===== config.mk =====
export PLATFORM = sky130hd
export DESIGN_NAME = iscs_unit
export DESIGN_NICKNAME = d
export VERILOG_FILES = /design/src/hdl/iscs_pkg.sv /design/src/hdl/iscs_unit.sv
export SDC_FILE = /design/constraint.sdc
export NUM_CORES = 1
export LEC_CHECK = 0
export BUFFER_PORTS_ARGS = -buffer_cell sky130_fd_sc_hd__clkbuf_2
export CORE_UTILIZATION = 56
export DETAILED_ROUTE_END_ITERATION = 16
export PLACE_DENSITY = 0.81
export SYNTH_ARGS = -nofsm -noshare
export SYNTH_HDL_FRONTEND = slang
export SYNTH_SLANG_ARGS = --single-unit

===== constraint.sdc =====
create_clock -name clk -period 6.9 [get_ports clk]
set_input_delay 0.69 -clock clk [delete_from_list [all_inputs] [get_ports clk]]
set_output_delay 0.69 -clock clk [all_outputs]
set_load 0.02 [all_outputs]

===== src/hdl/iscs_pkg.sv =====
// Package of the lagged cross sum block: sizes, command codes and control structs.
// Used by every module of the block but the RAM; depends on nothing.
package iscs_pkg;

	localparam int MAX_SAMPLES = 1024;
	localparam int IDX_W       = $clog2(MAX_SAMPLES);
	localparam int CNT_W       = $clog2(MAX_SAMPLES + 1);
	localparam int TIME_W      = 48;
	localparam int VAL_W       = 16;
	localparam int LAG_W       = 16;
	localparam int FRAC_W      = 16;
	localparam int SUM_W       = 64;
	localparam int PROD_W      = 2 * VAL_W;
	localparam int ENT_W       = TIME_W + VAL_W;
	// Shifted times: 48-bit unsigned time plus a signed lag of up to 2^31 needs 50 bits.
	localparam int BND_W       = TIME_W + 2;

	typedef enum logic [1:0] {
		CMD_CLEAR    = 2'd0,
		CMD_APPEND_A = 2'd1,
		CMD_APPEND_B = 2'd2,
		CMD_COMPUTE  = 2'd3
	} cmd_t;

	typedef struct packed {
		logic load_shift;
		logic load_a;
		logic clr_sum;
		logic load_prod;
		logic acc;
		logic sel_end;
	} unit_ctl_t;

	typedef struct packed {
		logic             a_we;
		logic             b_we;
		logic [IDX_W-1:0] wr_addr;
		logic [IDX_W-1:0] a_rd_addr;
		logic [IDX_W-1:0] b_rd_addr;
	} mem_ctl_t;

endpackage


===== src/hdl/iscs_unit.sv =====
// Shared arithmetic unit: interval bounds, time compare, product and accumulator.
// Depends on iscs_pkg.
module iscs_unit import iscs_pkg::*; (
	input  logic                    clk,
	input  unit_ctl_t               ctl,
	input  logic signed [LAG_W-1:0] lag,
	input  logic [ENT_W-1:0]        a_entry,
	input  logic [ENT_W-1:0]        b_entry,
	output logic                    b_lt,
	output logic signed [SUM_W-1:0] sum
);

	logic signed [BND_W-1:0]  shift_q;
	logic signed [BND_W-1:0]  begin_q;
	logic signed [BND_W-1:0]  end_q;
	logic signed [VAL_W-1:0]  va_q;
	logic signed [PROD_W-1:0] prod_q;
	logic signed [SUM_W-1:0]  sum_q;

	logic signed [BND_W-1:0]  a_bound;
	logic signed [BND_W-1:0]  b_time;
	logic signed [VAL_W-1:0]  b_value;

	assign a_bound = $signed({{(BND_W-TIME_W){1'b0}}, a_entry[TIME_W-1:0]}) + shift_q;
	assign b_time  = $signed({{(BND_W-TIME_W){1'b0}}, b_entry[TIME_W-1:0]});
	assign b_value = $signed(b_entry[ENT_W-1:TIME_W]);
	assign b_lt    = b_time < (ctl.sel_end ? end_q : begin_q);
	assign sum     = sum_q;

	always_ff @(posedge clk) begin
		if (ctl.load_shift) begin
			shift_q <= $signed({{(BND_W-LAG_W-FRAC_W){lag[LAG_W-1]}}, lag, {FRAC_W{1'b0}}});
		end
		if (ctl.load_a) begin
			// The end of the previous interval is the start of the next one.
			begin_q <= end_q;
			end_q   <= a_bound;
			va_q    <= $signed(a_entry[ENT_W-1:TIME_W]);
		end
		if (ctl.load_prod) begin
			prod_q <= va_q * b_value;
		end
		if (ctl.clr_sum) begin
			sum_q <= '0;
		end else if (ctl.acc) begin
			sum_q <= sum_q + $signed({{(SUM_W-PROD_W){prod_q[PROD_W-1]}}, prod_q});
		end
	end

endmodule


# Yosys cells after proc, flatten, opt, wreduce, memory -nomap -nowiden
# Index checks and enable logic that the tools add are counted.
# totals
output_inout_bits	65
wordCells	11
reg_bits	228
input_bits	151
# classes
add_sub_neg	2
n_lt_le_gt_ge	1
mul	1
n_mux	1
# op_table
cell	n
64-bit by 32-bit adder with 64-bit output	1
49-bit by 32-bit adder with 50-bit output	1
49-bit by 50-bit < comparator with 1-bit output	1
50-bit 2-to-1 mux	1
16-bit by 16-bit multiplier with 32-bit output	1

# Depth between registers and ports, before layout
# depth
word_depth	2
ltp_mapped	25
mapped_depth_nobuf	24

# Worst setup path before layout
# Ideal clock, no wire load.
# synth_path
kind	input to register
start	in b_entry[54]
end	reg prod_q[29] (data pin)
setup_time_ps	258
stages	21
t_arrival_ps	6463
n_path_buf	1
path_slack_ps	179
required_ps	6642
path_cell_list	clkbuf_1 -> and2_1 -> fa_1 -> inv_1 -> fa_1 -> fa_1 -> fa_1 -> inv_1 -> fa_1 -> inv_1 -> fa_1 -> inv_1 -> ha_1 -> nand4_1 -> or3b_2 -> a311oi_1 -> nand4_1 -> a31oi_1 -> a41oi_1 -> nor2b_1 -> xnor2_1
# synth_between
elab_chain_cells	1
# synth_rtl
item	line_no	text
from (decl)	iscs_unit.sv:8	input logic [ENT_W-1:0] b_entry,
16-bit by 16-bit multiplier with 32-bit output	iscs_unit.sv:41	prod_q <= va_q * b_value;
to (signal assigned)	iscs_unit.sv:41	
to (decl)	iscs_unit.sv:17	logic signed [PROD_W-1:0] prod_q;
# Every way passes these cells.
# A chain may end at the register's enable or synchronous reset.

# Worst setup path in the final report
# layout_path
start	reg va_q[5]
end	reg prod_q[31] (data pin)
# layout_between
elab_chain_cells	1
# layout_rtl
item	line_no	text
from (decl)	iscs_unit.sv:16	logic signed [VAL_W-1:0] va_q;
from (signal assigned)	iscs_unit.sv:38	va_q <= $signed(a_entry[ENT_W-1:TIME_W]);
16-bit by 16-bit multiplier with 32-bit output	iscs_unit.sv:41	
# Every way passes these cells.

==> results by group <==
Yosys
  • Synth Cell Area: 23800 µm²
  • Asr flop ratio synth: 0%
  • Most area-consuming cells after synthesis: fa_1 22%, edfxtp_1 21%, ha_1 12%
  • Number of synthesized flops with an enable pin: 164
  • Sequential fraction of the synthesis area: 26.1%
  • Synth top area share: 22.2%
  • Gate Count Post-Synth: 2415
  • #FFs+latches synth: 228
  • Mapped Nets: 3055
  • Synthesized area per cell: 9.84 µm²
  • Synth warn: 0
  • Ys flop type: edfxtp_1
  • Netlist cell types: 64
  • Dominant cell type by area after synthesis: fa_1

STA
  • RSZ-0062 raised after global routing: false
  • Max Clk Rate: 0.150 GHz
  • Part of the cycle the worst path needs: 96.5%
  • Hold Vio Cnt, Final: 0
  • Worst hold slack: 290 ps
  • Setup total negative slack: 0 ps
  • Worst slew margin: 35.9%
  • Slew @ Worst Pin: 962 ps
  • Setup Skew: 20.8 ps
  • Final Slew Violations: 0
  • Crit path time final: 6660 ps
  • Final setup violation count: 0

Floorplan
  • Initial cell density of the core: 56.8%
  • Die width: 208 µm
  • Core Region: 41900 µm²
  • Top Ports: 216
  • Die area: 43300 µm²
  • Die height: 208 µm
  • Row Count: 75

Worst setup path
  • Worst path required time: 7190 ps
  • CP most frequent cell: fa_1
  • CP endpoint kind: flip-flop
  • Critical setup path kind: flip-flop to flip-flop
  • Critical path's slowest cell: fa_1
  • CP startpoint kind: flip-flop
  • Crit path buf inv count: 5
  • CP cell instances: and2_1 > fa_1 > inv_1 > fa_1 > fa_1 > fa_1 > inv_1 > fa_1 > inv_1 > fa_1 > inv_1 > ha_1 > nand4_1 > or3b_2 > a311oi_1 > buf_4 > nand4_1 > a31oi_1 > a41oi_1 > a21oi_1 > xnor2_1
  • Worst path arrival time: 6950 ps
  • CP peak stage delay: 550 ps
  • Critical path fanouts, max: 6
  • Cell family with most CP delay: adder cells

Route
  • Via count: 18043
  • Vias per cell: 5.68
  • 1st-pass router iterations: 5
  • Iteration-0 DRC Markers: 1233
  • Final routed DRC violation total: 0
  • Routed wire length: 57.1 mm
  • ANT nets after route: 0
  • Drt wl/cell: 18.0 µm

Clock network
  • Inserted Clock Buffers: 27
  • Worst-path clk slew: 60 ps
  • CTS tree: built
  • H-tree depth: 1
  • Clk Latency, worst-skew pair: 570 ps
  • CTS sink cnt: 228
  • Root Buffer: clkbuf_16
  • Maximum root-to-sink buffer count: 3
  • Post-CTS Resized: 0

Flow run
  • Max_cap viols: 0

Layout
  • Diode count: 0
  • Most common cell after layout, fill and taps aside: inv_1
  • Nets: 3255
  • Layout area overhead: 11.4%
  • Layout cell share with drive strength beyond 1: 11.9%
  • Most frequent cells in the layout: 349 x inv_1, 264 x fa_1, 225 x ha_1, 213 x clkbuf_2, 205 x nand2_1
  • # fillers: 3310

GRT
  • Number of global-route vias before repair: 18619
  • GR Util All Layers: 26.7%
  • Antenna violations before repair: 0
  • First-pass GRT wire length: 93.7 mm
  • Largest net degree at the start of global routing: 71
  • Congestion Overflow GR: 0

Placed design
  • Placer Congestion: 0.924
  • Post-DP HPWL: 45.8 mm
  • IO buf count: 215

Status
  • Status: finished, final reports clean

Hold path
  • Hold crit path type: input pin to flip-flop
registers in the layout, summed over array words and instances (netlist names):
| register | flops |
|---|---|
| va_q | 16 |
| shift_q | 16 |
| sum | 64 |
| prod_q | 32 |
| end_q | 50 |
| begin_q | 50 |
cell type report:
class	count	area, µm²	share of cell area, %
Clock inverter	21	277	1.05
Sequential cell	228	6210	23.5
Tap cell	539	674	2.55
Timing Repair Buffer	254	1370	5.18
Clock buffer	29	693	2.62
Inverter	349	1310	4.95
Multi-Input combinational cell	1755	15900	60.2
synthesized netlist by cell type (6+ instances only):
library cell  instances
a211oi_1             14
a21boi_0              6
a21o_1               74
a21oi_1             146
a31oi_1              12
and2_1              130
and3_1               14
clkbuf_1             74
dfxtp_1              64
edfxtp_1            164
fa_1                264
ha_1                225
inv_1               349
mux2i_1              93
nand2_1             205
nand2b_1             31
nand3_1              19
nand4_1              31
nor2_1              112
nor2b_1              25
nor3_1               16
nor4_1                8
o211ai_1              8
o21a_1               14
o21ai_0              79
o21bai_1             21
o22ai_1               6
or3_1                 9
xnor2_1              86
xor2_1               39
logic make-up (layout without fill, tap and decap cells):
group | after synthesis | after routing | share of synthesized area [%]
buffers and inverters | 432 | 653 | 6.85
DFF | 228 | 228 | 26.1
adders and majority gates | 489 | 489 | 34.1
and+or+nand+nor | 617 | 617 | 12.9
xor gates and xnor gates | 125 | 125 | 4.61
AOI/OAI and AO/OA | 431 | 431 | 11.5
muxes | 93 | 93 | 3.92
repair_timing:
item / in CTS / in global routing
buffers inserted: 0 / 2
hold buffers: 0 / 0
setup endpoints to repair: 0 / 1
worst register-to-register path, stage by stage, from the launching register on:
cell,delay [ps]
edfxtp_1,540
and2_1,250
fa_1,550
inv_1,60
fa_1,560
fa_1,430
fa_1,510
inv_1,70
fa_1,530
inv_1,50
fa_1,520
inv_1,40
ha_1,310
nand4_1,150
or3b_2,490
a311oi_1,310
buf_4,180
nand4_1,120
a31oi_1,260
a41oi_1,180
a21oi_1,200
xnor2_1,90
metrics by stage:
step | cells | utilization, % | instance area (µm²) | setup slack, ps
6_report | 3175 | 63.2 | 26500 | 241
5_1_grt | 3175 | 63.2 | 26500 | 19.7
4_1_cts | 3173 | 63.2 | 26400 | 287
3_5_place_dp | 3123 | 60.9 | 25500 | 6.28
3_3_place_gp | 3123 | 60.9 | 25500 | 106
2_1_floorplan | 2415 | - | 23800 | 179
metal layers:
metal	vias up	global-route usage, %	wire length [µm]
li1	8504	-	-
met1	8691	35.4	24400
met2	725	44.7	26900
met3	123	4.44	4050
met4	0	9.04	1790
met5	-	0	0
path summary, 6_finish.rpt:
path	from	to	slack, ps	depth (start not counted)
setup / recovery	va_q[5]	prod_q[31]	240	21
hold / removal	a_entry[63]	va_q[15]	290	1
setup reg to reg	va_q[5]	prod_q[31]	240	21
hold reg to reg	end_q[42]	begin_q[42]	450	0
Power is not shown: default switching activity piles up to over one toggle a cycle in this logic, so the estimate is an artifact.
