<file path="src/hdl/iscs_pkg.sv">
// Package of the lagged cross sum block: sizes, command codes and control structs.
// Used by every module of the block but the RAM; depends on nothing.
package iscs_pkg;

	localparam int MAX_SAMPLES = 1024;
	localparam int IDX_W       = $clog2(MAX_SAMPLES);
	localparam int CNT_W       = $clog2(MAX_SAMPLES + 1);
	localparam int TIME_W      = 48;
	localparam int VAL_W       = 16;
	localparam int LAG_W       = 16;
	localparam int FRAC_W      = 16;
	localparam int SUM_W       = 64;
	localparam int PROD_W      = 2 * VAL_W;
	localparam int ENT_W       = TIME_W + VAL_W;
	// Shifted times: 48-bit unsigned time plus a signed lag of up to 2^31 needs 50 bits.
	localparam int BND_W       = TIME_W + 2;

	typedef enum logic [1:0] {
		CMD_CLEAR    = 2'd0,
		CMD_APPEND_A = 2'd1,
		CMD_APPEND_B = 2'd2,
		CMD_COMPUTE  = 2'd3
	} cmd_t;

	typedef struct packed {
		logic load_shift;
		logic load_a;
		logic clr_sum;
		logic load_prod;
		logic acc;
		logic sel_end;
	} unit_ctl_t;

	typedef struct packed {
		logic             a_we;
		logic             b_we;
		logic [IDX_W-1:0] wr_addr;
		logic [IDX_W-1:0] a_rd_addr;
		logic [IDX_W-1:0] b_rd_addr;
	} mem_ctl_t;

endpackage

</file>
<file path="src/hdl/iscs_ctrl.sv">
// Sequencer of the lagged cross sum block: sample counts, append writes and compute walk.
// Depends on iscs_pkg.
module iscs_ctrl import iscs_pkg::*; (
	input  logic      clk,
	input  logic      arst_n,
	input  logic      in_fire,
	input  cmd_t      cmd,
	input  logic      b_lt,
	input  logic      out_free,
	output logic      ready,
	output mem_ctl_t  mem,
	output unit_ctl_t ucl,
	output logic      res_load,
	output logic      dropped
);

	typedef enum logic [8:0] {
		ST_IDLE  = 9'b000000001,
		ST_A_RD  = 9'b000000010,
		ST_A_WT  = 9'b000000100,
		ST_SA_RD = 9'b000001000,
		ST_SA_WT = 9'b000010000,
		ST_SP_RD = 9'b000100000,
		ST_SP_WT = 9'b001000000,
		ST_ACC   = 9'b010000000,
		ST_FIN   = 9'b100000000
	} state_t;

	state_t           state_q, state_d;
	logic [CNT_W-1:0] a_cnt_q, a_cnt_d;
	logic [CNT_W-1:0] b_cnt_q, b_cnt_d;
	logic             ovf_q, ovf_d;
	logic [CNT_W-1:0] ai_q, ai_d;
	logic [CNT_W-1:0] start_q, start_d;
	logic [CNT_W-1:0] stop_q, stop_d;
	logic [CNT_W-1:0] start_rw;
	logic             last_i;

	// Step the search start back by one sample, never below the first.
	assign start_rw = (start_q != '0) ? start_q - CNT_W'(1) : '0;
	assign last_i   = (ai_q + CNT_W'(1)) == a_cnt_q;

	always_comb begin
		state_d       = state_q;
		a_cnt_d       = a_cnt_q;
		b_cnt_d       = b_cnt_q;
		ovf_d         = ovf_q;
		ai_d          = ai_q;
		start_d       = start_q;
		stop_d        = stop_q;
		ucl           = '0;
		res_load      = 1'b0;
		mem.a_we      = 1'b0;
		mem.b_we      = 1'b0;
		mem.wr_addr   = '0;
		mem.a_rd_addr = ai_q[IDX_W-1:0];
		mem.b_rd_addr = start_q[IDX_W-1:0];
		if (state_q == ST_SP_RD || state_q == ST_SP_WT || state_q == ST_ACC) begin
			mem.b_rd_addr = stop_q[IDX_W-1:0];
		end

		unique case (state_q)
			ST_IDLE: begin
				if (in_fire) begin
					unique case (cmd)
						CMD_CLEAR: begin
							a_cnt_d = '0;
							b_cnt_d = '0;
							ovf_d   = 1'b0;
						end
						CMD_APPEND_A: begin
							if (a_cnt_q < CNT_W'(MAX_SAMPLES)) begin
								mem.a_we    = 1'b1;
								mem.wr_addr = a_cnt_q[IDX_W-1:0];
								a_cnt_d     = a_cnt_q + CNT_W'(1);
							end else begin
								ovf_d = 1'b1;
							end
						end
						CMD_APPEND_B: begin
							if (b_cnt_q < CNT_W'(MAX_SAMPLES)) begin
								mem.b_we    = 1'b1;
								mem.wr_addr = b_cnt_q[IDX_W-1:0];
								b_cnt_d     = b_cnt_q + CNT_W'(1);
							end else begin
								ovf_d = 1'b1;
							end
						end
						CMD_COMPUTE: begin
							ucl.load_shift = 1'b1;
							ucl.clr_sum    = 1'b1;
							ai_d           = '0;
							start_d        = '0;
							if (a_cnt_q < CNT_W'(2) || b_cnt_q == '0) begin
								state_d = ST_FIN;
							end else begin
								state_d = ST_A_RD;
							end
						end
						default: ;
					endcase
				end
			end
			ST_A_RD: begin
				state_d = ST_A_WT;
			end
			ST_A_WT: begin
				ucl.load_a = 1'b1;
				if (ai_q == '0) begin
					ai_d    = CNT_W'(1);
					state_d = ST_A_RD;
				end else begin
					state_d = ST_SA_RD;
				end
			end
			ST_SA_RD: begin
				if (start_q == b_cnt_q) begin
					start_d = start_rw;
					stop_d  = start_rw;
					state_d = ST_SP_RD;
				end else begin
					state_d = ST_SA_WT;
				end
			end
			ST_SA_WT: begin
				if (b_lt) begin
					start_d = start_q + CNT_W'(1);
					state_d = ST_SA_RD;
				end else begin
					start_d = start_rw;
					stop_d  = start_rw;
					state_d = ST_SP_RD;
				end
			end
			ST_SP_RD: begin
				if (stop_q == b_cnt_q) begin
					if (last_i) begin
						state_d = ST_FIN;
					end else begin
						ai_d    = ai_q + CNT_W'(1);
						state_d = ST_A_RD;
					end
				end else begin
					state_d = ST_SP_WT;
				end
			end
			ST_SP_WT: begin
				ucl.sel_end = 1'b1;
				if (b_lt) begin
					ucl.load_prod = 1'b1;
					state_d       = ST_ACC;
				end else if (last_i) begin
					state_d = ST_FIN;
				end else begin
					ai_d    = ai_q + CNT_W'(1);
					state_d = ST_A_RD;
				end
			end
			ST_ACC: begin
				ucl.acc = 1'b1;
				stop_d  = stop_q + CNT_W'(1);
				state_d = ST_SP_RD;
			end
			ST_FIN: begin
				if (out_free) begin
					res_load = 1'b1;
					state_d  = ST_IDLE;
				end
			end
			default: begin
				state_d = ST_IDLE;
			end
		endcase
	end

	always_ff @(posedge clk or negedge arst_n) begin
		if (!arst_n) begin
			state_q <= ST_IDLE;
			a_cnt_q <= '0;
			b_cnt_q <= '0;
			ovf_q   <= 1'b0;
			ai_q    <= '0;
			start_q <= '0;
			stop_q  <= '0;
		end else begin
			state_q <= state_d;
			a_cnt_q <= a_cnt_d;
			b_cnt_q <= b_cnt_d;
			ovf_q   <= ovf_d;
			ai_q    <= ai_d;
			start_q <= start_d;
			stop_q  <= stop_d;
		end
	end

	assign ready   = (state_q == ST_IDLE);
	assign dropped = ovf_q;

endmodule

</file>
<file path="config.mk">
export PLATFORM = sky130hd
export DESIGN_NAME = iscs_ctrl
export DESIGN_NICKNAME = d
export VERILOG_FILES = /design/src/hdl/iscs_pkg.sv /design/src/hdl/iscs_ctrl.sv
export SDC_FILE = /design/constraint.sdc
export NUM_CORES = 1
export LEC_CHECK = 0
export BUFFER_PORTS_ARGS = -buffer_cell sky130_fd_sc_hd__buf_2
export CORE_MARGIN = 2
export CORE_UTILIZATION = 45
export CTS_BUF_LIST = sky130_fd_sc_hd__clkbuf_4
export DETAILED_ROUTE_END_ITERATION = 16
export SYNTH_ARGS = -nofsm -noshare
export SYNTH_HDL_FRONTEND = slang
export SYNTH_SLANG_ARGS = --single-unit
</file>
<file path="constraint.sdc">
create_clock -name clk -period 2.9 [get_ports clk]
set_input_delay 0.435 -clock clk [delete_from_list [all_inputs] [get_ports clk]]
set_output_delay 0.435 -clock clk [all_outputs]
set_load 0.05 [all_outputs]
</file>
* Word-level counts from Yosys, hierarchy flattened
Index checks and enable logic that the tools add are counted.
** Word-level totals
- Word-level logic and storage cells :: 113
- Input bits :: 7
- Output and inout bits :: 41
- Flip-flop bits (word level) :: 65
** Operators by class
- Eq/ne operators :: 27
- $lt $le $gt $ge :: 3
- Reductions and logical operators :: 20
- Mux-type cells :: 50
- $add $sub $neg :: 6
** Operators with widths (number)
- $mux 11 :: 13
- $pmux 9 s9 :: 1
- $pmux 11 s3 :: 2
- $mux 9 :: 7
- $add 11x1->11 const B :: 5
- $pmux 11 s2 :: 2
- $pmux 11 s4 :: 1
- $eq 11x11->1 :: 3
- $mux 12 :: 2
- $logic_not 11->1 :: 2
- $lt 11x11->1 const B :: 2
- $mux 10 :: 2
- $ne 2x2->1 const B :: 10
- $pmux 10 s2 :: 1
- $mux 1 :: 15
- $mux 6 :: 2
- $reduce_and 4->1 :: 3
- $lt 11x2->1 const B :: 1
- $reduce_bool 11->1 :: 1
- $sub 11x1->11 const B :: 1
- $eq 9x1->1 const B :: 1
- $eq 9x2->1 const B :: 1
- $eq 9x3->1 const B :: 1
- $eq 9x4->1 const B :: 1
- 18 further kinds :: 26

* Depth between registers and ports, before layout
- Depth in word-level cells :: 6
- Mapped depth :: 10
- Mapped depth without buffers :: 9

* Worst setup path before layout
No wires, ideal clock.
- Path kind :: register -> register
- From :: reg state_q[4]
- To :: reg ai_q[7]
- Path slack :: -0.863 ns
- Arrival :: 3.683 ns
- Setup time :: 0.079 ns
- Stages on the path, launching flop included :: 9
- Required time :: 2.821 ns
- Path buffers :: 1
- Clock period less this slack :: 3.763 ns
- Path through :: dfrtp_1 > or3_1 > or4_1 > nor4_1 > or3b_2 > a211o_1 > buf_2 > a21oi_1 > mux2i_1
** On the way
- Longest elaborated chain between the ends :: 3
- Elaborated cells on any way between the ends :: 12
- Classes of those cells :: eq/ne (9); mux (1); reduce/logical (2)
** Ends and longest elaborated chain
- start: declaration :: RTL line iscs_ctrl.sv:29 : state_t state_q, state_d;
- start signal: assignment :: RTL line iscs_ctrl.sv:186 : state_q <= state_d;
- $eq 9x3->1, or another cell as far along :: RTL line iscs_ctrl.sv:62 : unique case (state_q)
- $ne 2x2->1 (no line), or another cell as far along
- $reduce_and 6->1 (no line)
- end signal: assignment :: RTL line iscs_ctrl.sv:190 : ai_q <= ai_d;
- end: declaration :: RTL line iscs_ctrl.sv:33 : logic [CNT_W-1:0] ai_q, ai_d;
Several ways; a longest one is shown, not always the timed one.
A chain may end at the register's enable or synchronous reset.

* Worst setup path after layout
- From :: reg state_q[7]
- To :: reg ai_q[0]
Same word-level chain as after synthesis.

==> results.yml <==
floorplanning:
  die_h_um: 110.8
  initial_core_util: 0.4554
  die_area_mm2: 0.01228
  core_area_mm2: 0.01127
  num_rows: 39
  die_w_um: 110.8
  ios: 48
logic_synthesis:
  synthTopCellsByCount: "67 x nor2_1, 64 x dfrtp_1, 46 x nand2_1, 39 x a21oi_1, 31 x o21ai_0"
  synth-seq-cells: 65
  synth-edff-count: 0
  synth_top_area_cell: "dfrtp_1"
  syn_inst: 630
  yosysUniqueCellTypes: 67
  ys.flop_type: "dfrtp_1"
  async_reset_ff_frac: 1.000
  synth_area_mm2: 0.005134
  synth_area_per_cell_um2: 8.149
  yosysSeqAreaShare: 0.3171
  synth_area_leaders: "dfrtp_1 31%, xnor2_1 5.1%, nor2_1 4.9%, xor2_1 4.8%, a21oi_1 3.8%"
  yosysWarningCount: 0
  synth_most_common_cell: "nor2_1"
  netlist.area_leader.share: 0.3120
  syn_nets: 649
cts:
  ctsHtreeMaxLevel: 3
  cts_buffers: 9
  cts.path.max_buffers: 2
  clkLatencyLatePin_ns: 0.45
  cts_root_buf: "clkbuf_4"
  cts.clk_slew.worst_paths_ns: 0.11
  clock-sinks: 65
  cts_tree: "built"
routing:
  drc: 0
  totalWireLength_um: 15250
  top_layer: "met4"
  firstDrtPassIters: 5
  viasPerCell: 5.939
  dr_wl_met2_um: 7439
  vias: 4906
  drtAntennaViolNets: 0
  met1_length_um: 6625
  drt_iter0_drc: 323
  routedWlPerCell_um: 18.46
  met3WireLength_um: 821
timing:
  hold_viol: 0
  skew_ns: 0.01254
  setup_viol: 0
  whs_ns: 0.2278
  drv_slew: 0
  rsz0062_at_grt: "true"
  tightest_slew_ns: 0.6357
  post-route-period-util: 0.9821
  fmax_mhz: 351.1
  period_minus_slack_ns: 2.848
  relSlewSlack: 0.5724
critical_path:
  required_ns: 3.24
  worstReg2RegStart: "state_q[7]"
  end_kind: "flip-flop"
  crit_path_cell_trace: "or4_4, nor4_4, buf_6, a21boi_0, or3b_2, a211o_1, a21oi_1, o32a_1"
  cp_slowest_cell: "or4_4"
  crit_arrival_ns: 3.19
  rrSetupSlack_ns: 0.05
  slowest_delay_ns: 0.56
  ff2ff_path_depth: 8
  worst-setup-path-type: "flip-flop to flip-flop"
  cp_max_fo: 11
  cp-start-kind: "flip-flop"
  r2r-end: "ai_q[0]"
hold_path:
  worstHoldEndpoint: "state_q[8]"
  hp-class: "input pin to flip-flop"
  worstHoldPathCells: 2
  hp-start: "out_free"
place:
  place.gp.congestion: 0.8986
  placed_area_mm2: 0.005697
  dp_hpwl_um: 11310
  io_buffers: 47
power_and_ir_drop:
  p_leak_nw: 2.750
  peakVddDrop_mv: 0.3248
  power_density_mw_per_mm2: 538.8
grt:
  grt_pass1_wl_um: 24980
  antenna_found_initial: 0
  grt_usage: 0.2545
  gr-total-overflow: 0
  grt_start_max_net_pins: 29
  grt_pass1_vias: 4618
cells_and_area:
  drive_gt1_frac: 0.2430
  diodes: 0
  area_growth_pct: 17.57
  nNetsFinal: 699
  fin_area_mm2: 0.006036
run:
  drv_cap: 0
status:
  status: "completed"
[layer usage]
metal	global-route usage	up-vias
li1	-	2333
met1	0.3363	2362
met2	0.4213	183
met3	0.03554	28
met4	0.1025	0
met5	0	-
[cell type report]
class	count	area [µm²]
flip-flops and latches	65	1630
clock buffers	12	90.09
clock inverters	2	7.507
multi-input cells	482	3324
well taps	143	178.9
inverters	25	97.59
repair buffers	97	706.9
fillers	1076	5236
[how the worst max path moves through the flow]
| stage | from | to | cells after the start |
|---|---|---|---|
| 3_3_place_gp | state_q[8] | ai_q[0] | 8 |
| 5_1_grt | state_q[7] | mem[26] | 7 |
| 2_1_floorplan | state_q[4] | ucl[0] | 3 |
| 6_report | state_q[7] | ai_q[0] | 8 |
| 4_1_cts | ai_q[0] | ai_q[0] | 8 |
| 3_5_place_dp | state_q[8] | ai_q[0] | 8 |
[where the power goes]
part / switching (mW) / internal, mW / leakage [nW]
combinational: 0.909 / 0.596 / 1.80
sequential: 0.212 / 1.01 / 0.887
clock: 0.334 / 0.191 / 0.0583
[sequential cells by signal, summed over array words and instances (netlist names)]
register	count
a_cnt_q	11
ai_q	11
state_q	9
start_q	11
stop_q	11
b_cnt_q	11
dropped	1
[layout by cell type (no fill, tap or decap), drive strengths merged, types with 2 or more instances in the layout]
cell,synthesis,layout
a21o,3,3
a21oi,39,39
a221oi,2,2
a22o,3,3
a22oi,11,11
a31oi,4,4
a32oi,2,2
and2,6,6
and3,22,22
and4bb,2,2
buf,30,93
clkbuf,29,15
clkinv,0,2
dfrtp,64,64
ha,12,12
inv,25,24
mux2,13,13
mux2i,7,7
nand2,46,47
nand2b,5,5
nand3,31,31
nand4,10,10
nand4b,2,2
nor2,68,68
nor2b,7,7
nor3,17,17
nor3b,8,8
nor4,18,18
o211ai,2,2
o21ai,33,33
o22ai,5,5
o31ai,17,17
or3,6,6
or4,5,5
xnor2,30,30
xor2,28,28
[timing repair]
action	4_1_cts	5_1_grt
hold buffers	1	0
buffers inserted	1	5
pin swaps	2	1
hold endpoints to repair	13	0
setup endpoints to repair	23	39
resized for setup	32	18
gates cloned	0	1
[cell families after synthesis]
family | count (synthesis) | share of synthesized area
AND/OR/NAND/NOR | 259 | 0.2735
AO/OA/AOI/OAI | 132 | 0.1611
buffers and inverters | 84 | 0.07799
flip-flops | 65 | 0.3171
XOR/XNOR | 58 | 0.09895
multiplexers | 20 | 0.04216
adder cells (fa/ha/maj) | 12 | 0.02925
[critical path, delay by kind of cell, from the launching register on]
family	cells	cell delay, ns
AOI/OAI and AO/OA	4	1.15
buffers and inverters	1	0.15
DFF	1	0.46
and+or+nand+nor	3	0.97
[per-stage QoR]
step	worst slack (ns)	util	std cells	power (mW)	setup TNS (ns)
finish	0.05191	0.5355	826	3.252	0
global route	-0.01812	0.5355	826	3.458	-0.07630
CTS	0.009663	0.5251	820	3.178	0
detailed placement	0.01060	0.5054	804	2.602	0
global placement	0.01578	0.5054	804	2.581	0
floorplan	-0.06448	-	630	2.211	-0.1520
Note: power is estimated with default switching activity, not from simulation.
